[src/hw/rtl/itp_pkg.sv]
// Shared types, constants and helpers for the integer text parser.
// Used by itp_front, itp_back and integer_text_parser_core.
`timescale 1ns / 1ps

package itp_pkg;

	localparam int MAX_CHARS = 4096;
	localparam int OFF_W     = 13;
	localparam logic [OFF_W-1:0] MAX_OFF = OFF_W'(MAX_CHARS);

	localparam int FQ_DEPTH = 4;
	localparam int FQ_AW    = $clog2(FQ_DEPTH);
	localparam int RQ_DEPTH = 2;
	localparam int RQ_AW    = $clog2(RQ_DEPTH);

	localparam int RADIX_W = 6;

	typedef enum logic [0:0] {
		REG_RADIX  = 1'b0,
		REG_SIGNED = 1'b1
	} reg_idx_t;

	typedef enum logic [2:0] {
		PH_SPACE,
		PH_START,
		PH_ZERO,
		PH_DIGITS,
		PH_DONE
	} phase_t;

	typedef struct packed {
		logic [7:0] ch;
		logic       last;
	} char_item_t;

	typedef struct packed {
		logic [63:0]      value;
		logic [OFF_W-1:0] end_offset;
		logic             any_digits;
	} result_t;

	// Character class as handed from front to back
	typedef struct packed {
		logic [RADIX_W-1:0] digit;
		logic               is_digit;
		logic               is_space;
		logic               is_plus;
		logic               is_minus;
		logic               is_zero;
		logic               is_x;
		logic               last;
	} char_class_t;

	typedef struct packed {
		logic [RADIX_W-1:0] radix;
		logic               signed_mode;
	} cfg_t;

	// Result before the sign is applied
	typedef struct packed {
		logic [63:0]      acc;
		logic             neg;
		logic [OFF_W-1:0] end_offset;
		logic             any_digits;
	} raw_result_t;

	function automatic logic [OFF_W-1:0] sat_inc(input logic [OFF_W-1:0] x);
		return (x >= MAX_OFF) ? x : x + 1'b1;
	endfunction

endpackage

[src/hw/rtl/itp_front.sv]
// Front end: classifies each incoming character and queues the class.
// Depends on itp_pkg.
`timescale 1ns / 1ps

module itp_front import itp_pkg::*; (
	input  logic        clk,
	input  logic        arst_n,
	input  logic        push,
	output logic        full,
	input  char_item_t  char_item,
	input  logic        deq,
	output logic        cls_valid,
	output char_class_t cls
);

	char_class_t          fq_mem [FQ_DEPTH];
	logic [FQ_AW-1:0]     wr_ptr_q, rd_ptr_q;
	logic [FQ_AW:0]       fq_cnt_q;
	logic                 do_push, do_pop;
	char_class_t          cls_new;

	always_comb begin
		logic [7:0] c;
		c = char_item.ch;
		cls_new          = '0;
		cls_new.last     = char_item.last;
		cls_new.is_space = (c == 8'd32) || (c >= 8'd9 && c <= 8'd13);
		cls_new.is_plus  = (c == "+");
		cls_new.is_minus = (c == "-");
		cls_new.is_zero  = (c == "0");
		cls_new.is_x     = (c == "x") || (c == "X");
		if (c >= "0" && c <= "9") begin
			cls_new.is_digit = 1'b1;
			cls_new.digit    = RADIX_W'(c - 8'h30);
		end else if (c >= "a" && c <= "z") begin
			cls_new.is_digit = 1'b1;
			cls_new.digit    = RADIX_W'(c - 8'h61 + 8'd10);
		end else if (c >= "A" && c <= "Z") begin
			cls_new.is_digit = 1'b1;
			cls_new.digit    = RADIX_W'(c - 8'h41 + 8'd10);
		end
	end

	assign full      = (fq_cnt_q == (FQ_AW+1)'(FQ_DEPTH));
	assign cls_valid = (fq_cnt_q != '0);
	assign do_push   = push && !full;
	assign do_pop    = deq && cls_valid;
	assign cls       = fq_mem[rd_ptr_q];

	always_ff @(posedge clk) begin
		if (do_push) begin
			fq_mem[wr_ptr_q] <= cls_new;
		end
	end

	always_ff @(posedge clk or negedge arst_n) begin
		if (!arst_n) begin
			wr_ptr_q <= '0;
			rd_ptr_q <= '0;
			fq_cnt_q <= '0;
		end else begin
			if (do_push) wr_ptr_q <= wr_ptr_q + 1'b1;
			if (do_pop)  rd_ptr_q <= rd_ptr_q + 1'b1;
			if (do_push && !do_pop)      fq_cnt_q <= fq_cnt_q + 1'b1;
			else if (do_pop && !do_push) fq_cnt_q <= fq_cnt_q - 1'b1;
		end
	end

	a_fq_bound: assert property (@(posedge clk) disable iff (!arst_n)
		fq_cnt_q <= (FQ_AW+1)'(FQ_DEPTH))
		else $error("front queue count out of range");

	a_fq_inc: assert property (@(posedge clk) disable iff (!arst_n)
		(do_push && !do_pop) |=> fq_cnt_q == $past(fq_cnt_q) + 1'b1)
		else $error("front queue count missed a push");

	a_fq_dec: assert property (@(posedge clk) disable iff (!arst_n)
		(do_pop && !do_push) |=> fq_cnt_q == $past(fq_cnt_q) - 1'b1)
		else $error("front queue count missed a pop");

endmodule

[src/hw/rtl/itp_back.sv]
// Back end: phase machine, accumulator and result queue.
// Depends on itp_pkg; fed by itp_front.
`timescale 1ns / 1ps

module itp_back import itp_pkg::*; (
	input  logic        clk,
	input  logic        arst_n,
	input  logic        cls_valid,
	input  char_class_t cls,
	output logic        cls_pop,
	input  cfg_t        cfg,
	output logic        empty,
	input  logic        pop,
	output result_t     result
);

	phase_t             phase_q, phase_d;
	logic [63:0]        acc_q, acc_d;
	logic [OFF_W-1:0]   pos_q, pos_d;
	logic [OFF_W-1:0]   as_q, as_d;
	logic [OFF_W-1:0]   dend_q, dend_d;
	logic               neg_q, neg_d;
	logic [RADIX_W-1:0] base_q, base_d;
	logic               seen_q, seen_d;

	raw_result_t        rq_mem [RQ_DEPTH];
	logic [RQ_AW-1:0]   rq_wr_q, rq_rd_q;
	logic [RQ_AW:0]     rq_cnt_q;
	logic               rq_full, rq_push, rq_pop;
	raw_result_t        rq_new, rq_head;

	logic               take;
	logic               is_sign, in_space, first_mode, auto_r, hex_r;
	logic               first_zero, zero_x, zero_dig, digit_try, hit;
	logic [RADIX_W-1:0] try_base;
	logic [63:0]        prod;
	logic [63:0]        mac;
	logic               fin_zero, seen_fin;
	logic [OFF_W-1:0]   dend_fin;

	assign rq_full = (rq_cnt_q == (RQ_AW+1)'(RQ_DEPTH));
	assign take    = cls_valid && (!cls.last || !rq_full);
	assign cls_pop = take;

	// Character decode against current phase
	assign is_sign    = cls.is_plus || (cls.is_minus && cfg.signed_mode);
	assign in_space   = (phase_q == PH_SPACE);
	assign first_mode = (in_space && !cls.is_space && !is_sign) || (phase_q == PH_START);
	assign auto_r     = (cfg.radix == '0);
	assign hex_r      = (cfg.radix == RADIX_W'(16));
	assign first_zero = first_mode && cls.is_zero && (auto_r || hex_r);
	assign zero_x     = (phase_q == PH_ZERO) && cls.is_x;
	assign zero_dig   = (phase_q == PH_ZERO) && !cls.is_x;
	assign digit_try  = (first_mode && !first_zero) || zero_dig || (phase_q == PH_DIGITS);
	assign try_base   = first_mode ? (auto_r ? RADIX_W'(10) : cfg.radix) : base_q;
	assign hit        = digit_try && cls.is_digit && (cls.digit < try_base);

	assign prod = acc_q * 64'(try_base);
	assign mac  = prod + 64'(cls.digit);

	// Next phase
	always_comb begin
		phase_d = phase_q;
		unique case (phase_q)
			PH_SPACE, PH_START: begin
				if (in_space && is_sign)  phase_d = PH_START;
				else if (first_zero)      phase_d = PH_ZERO;
				else if (digit_try)       phase_d = hit ? PH_DIGITS : PH_DONE;
			end
			PH_ZERO: begin
				if (zero_x) phase_d = PH_DIGITS;
				else        phase_d = hit ? PH_DIGITS : PH_DONE;
			end
			PH_DIGITS: phase_d = hit ? PH_DIGITS : PH_DONE;
			PH_DONE:   phase_d = PH_DONE;
			default:   phase_d = PH_SPACE;
		endcase
	end

	// Datapath updates
	always_comb begin
		acc_d  = hit ? mac : acc_q;
		pos_d  = sat_inc(pos_q);
		as_d   = as_q;
		neg_d  = neg_q;
		base_d = base_q;
		seen_d = seen_q || hit || zero_dig;
		dend_d = dend_q;
		if (in_space) begin
			as_d = (cls.is_space || is_sign) ? sat_inc(pos_q) : pos_q;
		end
		if (in_space && is_sign) begin
			neg_d = cls.is_minus;
		end
		if (first_mode) begin
			base_d = first_zero ? (auto_r ? RADIX_W'(8) : RADIX_W'(16)) : try_base;
		end else if (zero_x) begin
			base_d = RADIX_W'(16);
		end
		if (hit)           dend_d = sat_inc(pos_q);
		else if (zero_dig) dend_d = pos_q;

		// A lone leading zero at the end of the string counts as a digit
		fin_zero = (phase_d == PH_ZERO);
		seen_fin = seen_d || fin_zero;
		dend_fin = fin_zero ? pos_d : dend_d;

		rq_new.acc        = acc_d;
		rq_new.neg        = neg_d;
		rq_new.end_offset = seen_fin ? dend_fin : as_d;
		rq_new.any_digits = seen_fin;
	end

	always_ff @(posedge clk or negedge arst_n) begin
		if (!arst_n) begin
			phase_q <= PH_SPACE;
			acc_q   <= '0;
			pos_q   <= '0;
			as_q    <= '0;
			dend_q  <= '0;
			neg_q   <= 1'b0;
			base_q  <= '0;
			seen_q  <= 1'b0;
		end else if (take) begin
			if (cls.last) begin
				phase_q <= PH_SPACE;
				acc_q   <= '0;
				pos_q   <= '0;
				as_q    <= '0;
				dend_q  <= '0;
				neg_q   <= 1'b0;
				base_q  <= '0;
				seen_q  <= 1'b0;
			end else begin
				phase_q <= phase_d;
				acc_q   <= acc_d;
				pos_q   <= pos_d;
				as_q    <= as_d;
				dend_q  <= dend_d;
				neg_q   <= neg_d;
				base_q  <= base_d;
				seen_q  <= seen_d;
			end
		end
	end

	// Result queue; sign is applied on the way out
	assign rq_push = take && cls.last;
	assign empty   = (rq_cnt_q == '0);
	assign rq_pop  = pop && !empty;
	assign rq_head = rq_mem[rq_rd_q];

	assign result.value      = rq_head.neg ? (64'd0 - rq_head.acc) : rq_head.acc;
	assign result.end_offset = rq_head.end_offset;
	assign result.any_digits = rq_head.any_digits;

	always_ff @(posedge clk) begin
		if (rq_push) begin
			rq_mem[rq_wr_q] <= rq_new;
		end
	end

	always_ff @(posedge clk or negedge arst_n) begin
		if (!arst_n) begin
			rq_wr_q  <= '0;
			rq_rd_q  <= '0;
			rq_cnt_q <= '0;
		end else begin
			if (rq_push) rq_wr_q <= rq_wr_q + 1'b1;
			if (rq_pop)  rq_rd_q <= rq_rd_q + 1'b1;
			if (rq_push && !rq_pop)      rq_cnt_q <= rq_cnt_q + 1'b1;
			else if (rq_pop && !rq_push) rq_cnt_q <= rq_cnt_q - 1'b1;
		end
	end

	a_rq_bound: assert property (@(posedge clk) disable iff (!arst_n)
		rq_cnt_q <= (RQ_AW+1)'(RQ_DEPTH))
		else $error("result queue count out of range");

	a_clear_after_last: assert property (@(posedge clk) disable iff (!arst_n)
		(take && cls.last) |=> (phase_q == PH_SPACE) && (pos_q == '0) && !seen_q)
		else $error("string state not cleared after last item");

	a_acc_phase: assert property (@(posedge clk) disable iff (!arst_n)
		(acc_q != '0) |-> (phase_q == PH_DIGITS || phase_q == PH_DONE))
		else $error("accumulator nonzero before any digit");

	a_pos_sat: assert property (@(posedge clk) disable iff (!arst_n)
		(pos_q <= MAX_OFF) && (dend_q <= MAX_OFF) && (as_q <= MAX_OFF))
		else $error("offset beyond saturation limit");

endmodule

[src/hw/rtl/integer_text_parser_core.sv]
// Top level of the integer text parser: config registers, front and back.
// Depends on itp_pkg, itp_front, itp_back.
`timescale 1ns / 1ps

// Streams text one character per item and converts it strtol-style into a
// 64-bit value. Sustained rate is one character per clock unless an item
// marked last waits on a full result queue; the back end does one 64x6
// multiply-add on the accumulator per cycle, and that loop sets the rate. A
// character accepted into the front queue (four entries) is registered there
// before the back end consumes it; the result of an item marked last is
// poppable the cycle after the back end consumes it, from a two-entry result
// queue. full rises only when the front queue backs up behind a stalled result
// queue. Write radix and signed_mode only while no string is in flight.
module integer_text_parser_core import itp_pkg::*; (
	input  logic               clk,
	input  logic               arst_n,
	input  logic               push,
	output logic               full,
	input  char_item_t         char_item,
	output logic               empty,
	input  logic               pop,
	output result_t            result,
	input  logic               cfg_we,
	input  reg_idx_t           cfg_idx,
	input  logic [RADIX_W-1:0] cfg_wdata
);

	cfg_t        cfg_q;
	logic        cls_valid, cls_pop;
	char_class_t cls;

	always_ff @(posedge clk or negedge arst_n) begin
		if (!arst_n) begin
			cfg_q.radix       <= RADIX_W'(10);
			cfg_q.signed_mode <= 1'b1;
		end else if (cfg_we) begin
			unique case (cfg_idx)
				REG_RADIX:  cfg_q.radix       <= cfg_wdata;
				REG_SIGNED: cfg_q.signed_mode <= cfg_wdata[0];
				default:    cfg_q             <= cfg_q;
			endcase
		end
	end

	itp_front u_front (
		.clk       (clk),
		.arst_n    (arst_n),
		.push      (push),
		.full      (full),
		.char_item (char_item),
		.deq       (cls_pop),
		.cls_valid (cls_valid),
		.cls       (cls)
	);

	itp_back u_back (
		.clk       (clk),
		.arst_n    (arst_n),
		.cls_valid (cls_valid),
		.cls       (cls),
		.cls_pop   (cls_pop),
		.cfg       (cfg_q),
		.empty     (empty),
		.pop       (pop),
		.result    (result)
	);

endmodule

[config.mk]
export PLATFORM = sky130hd
export DESIGN_NAME = integer_text_parser_core
export DESIGN_NICKNAME = d
export VERILOG_FILES = /design/src/hw/rtl/itp_pkg.sv /design/src/hw/rtl/itp_front.sv /design/src/hw/rtl/itp_back.sv /design/src/hw/rtl/integer_text_parser_core.sv
export SDC_FILE = /design/constraint.sdc
export NUM_CORES = 1
export LEC_CHECK = 0
export BUFFER_PORTS_ARGS = -buffer_cell sky130_fd_sc_hd__buf_2
export CAP_MARGIN = 20
export CORE_AREA = 2 2 314 316
export CTS_CLUSTER_DIAMETER = 120
export DETAILED_ROUTE_END_ITERATION = 10
export DIE_AREA = 0 0 316 318
export GPL_ROUTABILITY_DRIVEN = 0
export GPL_TIMING_DRIVEN = 1
export PLACE_DENSITY = 0.47
export SYNTH_ARGS = -nofsm -noshare
export SYNTH_HDL_FRONTEND = slang
export SYNTH_SLANG_ARGS = --single-unit
export TNS_END_PERCENT = 100
[constraint.sdc]
create_clock -name clk -period 8.71 [get_ports clk]
set_input_delay 0.4355 -clock clk [delete_from_list [all_inputs] [get_ports clk]]
set_output_delay 0.4355 -clock clk [all_outputs]
set_load 0.005 [all_outputs]
# Word level (Yosys, flattened, before mapping)
# Memory sizes are Yosys's and may differ from the RTL's.
# Index checks and enable logic that the tools add are counted.
# totals
wordCells	160
register_bits	132
n_memories	2
ramBits	210
output_inout_bits	80
in_bits	21
# memory_table
memory	words	word_bits	read_ports	rd_clocked_by_memory_dff	write_ports	line_no	rtl
u_back.rq_mem	2	79	1	0	1	itp_back.sv:26	raw_result_t rq_mem [RQ_DEPTH];
u_front.fq_mem	4	13	1	0	1	itp_front.sv:16	char_class_t fq_mem [FQ_DEPTH];
# op_classes
n_bitwise	1
order_cmp	10
mux	41
addsub	16
n_mul	1
reduce_logical	59
eq_ne	14
# op_table
operator	n
$mux W64	3
$mux W13	10
$add A64 B6 Y64	1
$mul A64 B6 Y64	1
$sub A1 B64 Y64 const A	1
$mux W6	6
$eq A8 B6 Y1 const B	4
$logic_and A1 B1 Y1	24
$mux W3	8
$mux W7	3
$eq A8 B7 Y1 const B	2
$ge A8 B7 Y1 const B	2
$le A8 B7 Y1 const B	2
$add A13 B1 Y13 const B	1
$ge A13 B13 Y1 const B	1
$add A6 B4 Y6 const B	2
$logic_not A1 Y1	12
$logic_or A1 B1 Y1	12
$pmux W3 S4	1
$sub A6 B6 Y6 const B	2
$eq A3 B2 Y1 const B	3
$ge A8 B4 Y1 const B	1
$ge A8 B6 Y1 const B	1
$le A8 B4 Y1 const B	1
other kinds (23)	38

# Depth between registers and ports, before layout
# An unclocked memory read counts as a cell.
# depth
word_depth	22
ltp_mapped	27
depth_no_buf	24

# By module
# From an unflattened synthesis, not the netlist that was laid out.
# unflattened
cells_unflattened	2755
area_unflattened_um2	29084.1
# modules_own_cells
mod	area_per_inst_um2	instances	seq_area_each_um2	cells_each
itp_back	26043.7	1	7697.4	2564
itp_front	2731.4	1	1736.7	174
integer_text_parser_core	309.0	1	178.9	17

# Least setup slack after synthesis
# OpenSTA, ideal clock, no wires.
# synth_path
kind	reg2reg
start	register u_front.rd_ptr_q[0]
end	memory u_back.rq_mem[0][59] (netlist bit), data pin
t_arrival_ps	7170
path_buffers	3
path_stages_with_launch	27
required_ps	8452
setup_slack_ps	1282
setup_ps	258
period_less_slack_ps	7428
cell_sequence	dfrtp_1 > buf_6 > mux4_2 > a2111oi_4 > nor2_1 > mux2i_1 > clkbuf_1 > clkbuf_1 > nor2b_1 > fa_1 > inv_1 > fa_1 > inv_1 > fa_1 > inv_1 > fa_1 > inv_1 > ha_1 > nand3_1 > o21ai_0 > a21oi_1 > o221a_2 > o211ai_1 > nand2_1 > a2111oi_0 > o21ai_0 > a31o_2
# synth_between
elab_chain_len	15
elab_cells_between_ends	23
cone_classes	1 x add/sub; 1 x mul; 1 x order compare; 2 x mux; 17 x reduce/logical; 1 x memory
# synth_lines
item	line_no	rtl
start: declaration	itp_front.sv:17	logic [FQ_AW-1:0] wr_ptr_q, rd_ptr_q;
start signal: assignment	itp_front.sv:63	if (do_pop) rd_ptr_q <= rd_ptr_q + 1'b1;
$mem_v2 Z4 W13 (*)	-	
branches (longest 13 deep; another with $mul A64 B6 Y64)	-	
$mux W64 (*)	itp_back.sv:82	acc_d = hit ? mac : acc_q;
named net u_back.acc_d[44]	itp_back.sv:18	logic [63:0] acc_q, acc_d;
end: declaration	itp_back.sv:26	
# Mark *: on every way through the listed nets, which the timed path passes.

# Worst setup path after layout
# layout_path
start	register u_front.rd_ptr_q[0]
end	memory u_back.rq_mem[1][70] (netlist bit), data pin
# The elaborated chain is that of the path after synthesis.

==> flow_metrics.py <==
metrics = {
    "run_status": {
        "status": "finished, final reports clean",
    },
    "timing": {
        "fmax_mhz": 123,
        "fin_crit_ns": 8.11,
        "final_hold_viol_count": 0,
        "finalSetupViolCount": 0,
        "tightest_slew_ns": 0.981,
        "slew_headroom_pct": 34.6,
        "finalMaxSlewViolations": 0,
        "rsz0062_at_grt": "false",
        "fin_crit_sh_pct": 93.1,
        "tns_ns": 0,
        "clock_skew_ns": 0.0227,
    },
    "route": {
        "drt_iter0_drc": 1784,
        "wl_mm": 82.2,
        "via_per_inst": 5.09,
        "final_antenna_net_count": 0,
        "vias": 21100,
        "drtPass1Iterations": 5,
        "route.detailed.drc": 0,
        "wl_per_cell_microns": 19.9,
    },
    "logic_synthesis": {
        "synth_fp_nets": 3207,
        "yosysWarnings": 0,
        "async_flop_share_pct": 38.6,
        "synth_cells": 2793,
        "synthFlopType": "edfxtp_1",
        "synth_area_sq_mm": 0.0290,
        "ys_ff_latch": 342,
        "synth-seq-area-share_pct": 33.1,
        "synth.distinct_cells": 84,
        "synth.avg_cell_area_sq_um": 10.4,
        "synth-edff-count": 210,
    },
    "pwr": {
        "p_per_area_mw_per_mm2": 295,
        "irDropWorstVdd_mv": 0.390,
        "power_leakage_uw": 0.0143,
    },
    "cells_and_area": {
        "drive_gt1_share_pct": 10.9,
        "final_nets": 3232,
        "syn_to_final_growth_pct": 11.3,
        "post-route-util_pct": 33.2,
        "n_antenna_cell": 0,
    },
    "worst_setup_path": {
        "worstPathRequired_ns": 9.03,
        "startpoint_type": "flop",
        "path_class": "reg -> reg",
        "crit_start": "u_front.rd_ptr_q[0]$_DFFE_PN0P_",
        "end_kind": "flop",
        "r2r.worst_path.cells": 21,
        "r2r_slack_ns": 0.60,
        "r2r_start": "u_front.rd_ptr_q[0]$_DFFE_PN0P_",
        "worst_ep_arrival_time_ns": 8.43,
        "crit_end": "u_back.rq_mem[1][70]$_DFFE_PP_",
        "worstPathMaxFanout": 58,
        "r2r_end": "u_back.rq_mem[1][70]$_DFFE_PP_",
    },
    "place": {
        "io_buffer_count": 100,
        "dp_hpwl_mm": 59.5,
    },
    "floorplanning": {
        "die-area_sq_mm": 0.100,
        "ioPinCount": 101,
        "initial_core_util_pct": 29.8,
        "fp.dieW_microns": 316,
        "rows": 115,
        "dieHeight_microns": 318,
        "core_sq_mm": 0.0974,
    },
    "global_route": {
        "track_usage_pct": 16.5,
        "grt_start_max_net_pins": 78,
        "grt_overflow_total": 0,
        "antenna_found_initial": 1,
        "grt_pass1_wl_mm": 131,
        "first_global_vias": 22100,
    },
    "cts": {
        "cts.sinks": 342,
        "cts_buffers": 42,
        "cts_tree": "done",
        "clock_path_buffers": 3,
        "cts_root_buf": "clkbuf_16",
        "worstSkewPairLatency_ns": 0.57,
        "htreeDepth": 2,
        "cts_setup_buffers": 0,
        "path_clk_slew_ns": 0.06,
    },
    "worst_hold_path": {
        "hp-class": "in -> reg",
    },
    "job": {
        "maxCapViolations": 0,
    },
}
cell usage after synthesis, drive strengths merged (16+ instances only):
library cell,instances,area (sq um)
nand2,264,998
ha,152,1900
buf,32,181
o21bai,18,135
xor2,57,499
mux2i,62,621
o21ai,152,761
and3,17,106
fa,241,4820
mux2,49,552
nor2b,126,788
nor2,113,427
o31ai,16,120
dfrtp,129,3230
and2,243,1520
a21oi,136,684
nand2b,34,213
nand3,32,160
xnor2,103,902
a31oi,21,131
a21o,41,308
clkbuf,120,450
a22o,77,674
inv,95,357
nor3,46,235
edfxtp,210,6310
final cells by class:
type                            count  area [sq um]
Tap cell                         1287          1610
Clock inverter                     19           229
Clock buffer                       57          1200
Multi-Input combinational cell   2204         18500
Sequential cell                   342          9620
Timing Repair Buffer              133           777
Fill cell                        9718         65100
Inverter                           95           358
worst min path at each step:
stage                                            start                        endpoint  slack, ns  cells after the start
after global routing                      char_item[0]  u_front.fq_mem[2][0]$_DFFE_PP_       0.08                      1
after CTS                                 char_item[0]  u_front.fq_mem[2][0]$_DFFE_PP_       0.06                      1
after global placement    u_back.dend_q[6]$_DFFE_PN0P_    u_back.dend_q[6]$_DFFE_PN0P_       0.45                      2
after detailed placement  u_back.base_q[2]$_DFFE_PN0P_    u_back.base_q[2]$_DFFE_PN0P_       0.47                      2
final                                     char_item[0]  u_front.fq_mem[2][0]$_DFFE_PP_       0.11                      1
after floorplan                                 arst_n            cfg_q[1]$_DFFE_PN0P_       0.14                      0
power by group:
group | internal [uW] | leakage, uW | switching [uW]
combinational | 1740 | 0.00976 | 3230
clock | 1110 | 0.000702 | 705
sequential | 2390 | 0.00380 | 347
total | 5250 | 0.0143 | 4280
critical path, cell delays in order (launching register included):
cell	delay (ns)
dfrtp_1	0.44
buf_4	0.20
mux4_2	0.43
a2111oi_4	0.06
nor2_1	0.62
mux2i_4	0.44
buf_6	0.51
nor2b_1	0.13
fa_1	0.48
fa_1	0.53
fa_1	0.49
ha_1	0.31
ha_1	0.25
or3_1	0.38
o31ai_1	0.52
a21oi_1	0.34
a311oi_1	0.71
a21bo_2	0.32
o21bai_1	0.08
a21o_1	0.19
xnor2_1	0.13
mux2_2	0.29
registers in the layout, summed over array words and instances, names as in the netlist, 3 cells and up:
name,count
u_front.fq_cnt_q,3
u_back.base_q,6
u_back.phase_q,3
u_back.dend_q,13
u_back.as_q,13
u_front.fq_mem,52
u_back.acc_q,64
u_back.pos_q,13
u_back.rq_mem,158
cfg_q,7
layout by cell type, fill, tap and decap left out, drive strengths merged, types with 41 or more instances in the layout:
master / synthesis / final
clkbuf: 120 / 57
mux2: 49 / 49
and2: 243 / 243
nor3: 46 / 46
nor2b: 126 / 126
o21ai: 152 / 152
a21o: 41 / 41
ha: 152 / 152
dfrtp: 129 / 129
a22o: 77 / 77
mux2i: 62 / 62
xnor2: 103 / 103
nand2: 264 / 264
buf: 32 / 132
nor2: 113 / 113
edfxtp: 210 / 210
inv: 95 / 95
xor2: 57 / 57
a21oi: 136 / 136
fa: 241 / 241
repair_timing:
action | 4_1_cts | 5_1_grt
resized for setup | 0 | 3
hold endpoints to repair | 70 | 0
setup endpoints to repair | 0 | 12
hold buffers | 1 | 0
kinds of logic after synthesis:
kind of cell / after synthesis / share of synthesized area, %
AND/OR/NAND/NOR: 966 / 17.7
AO/OA/AOI/OAI: 561 / 12.7
adder cells (fa/ha/maj): 393 / 23.2
flip-flops: 342 / 33.1
buffers and inverters: 247 / 3.41
XOR/XNOR: 160 / 4.83
multiplexers: 124 / 5.05
routing by layer:
metal	share of wire (%)	GRT usage [%]
met3	4.9	1.94
met1	48	24.3
met5	0	0
met4	2.0	3.57
met2	45	25.8
per-stage QoR:
| stage | setup WS [ns] | power (uW) | hold slack (ns) | area (sq um) | std cells |
|---|---|---|---|---|---|
| after floorplan | 1.28 | 5850 | 0.140 | 29000 | 2793 |
| after CTS | 0.277 | 9670 | 0.0647 | 32300 | 4137 |
| after global routing | 0.0605 | 10300 | 0.0784 | 32300 | 4137 |
| final | 0.599 | 9520 | 0.106 | 32300 | 4137 |
| after detailed placement | 0.302 | 7800 | 0.466 | 30800 | 4060 |
| after global placement | 0.447 | 7720 | 0.454 | 30800 | 4060 |
Note: power is estimated with default switching activity, not from simulation.
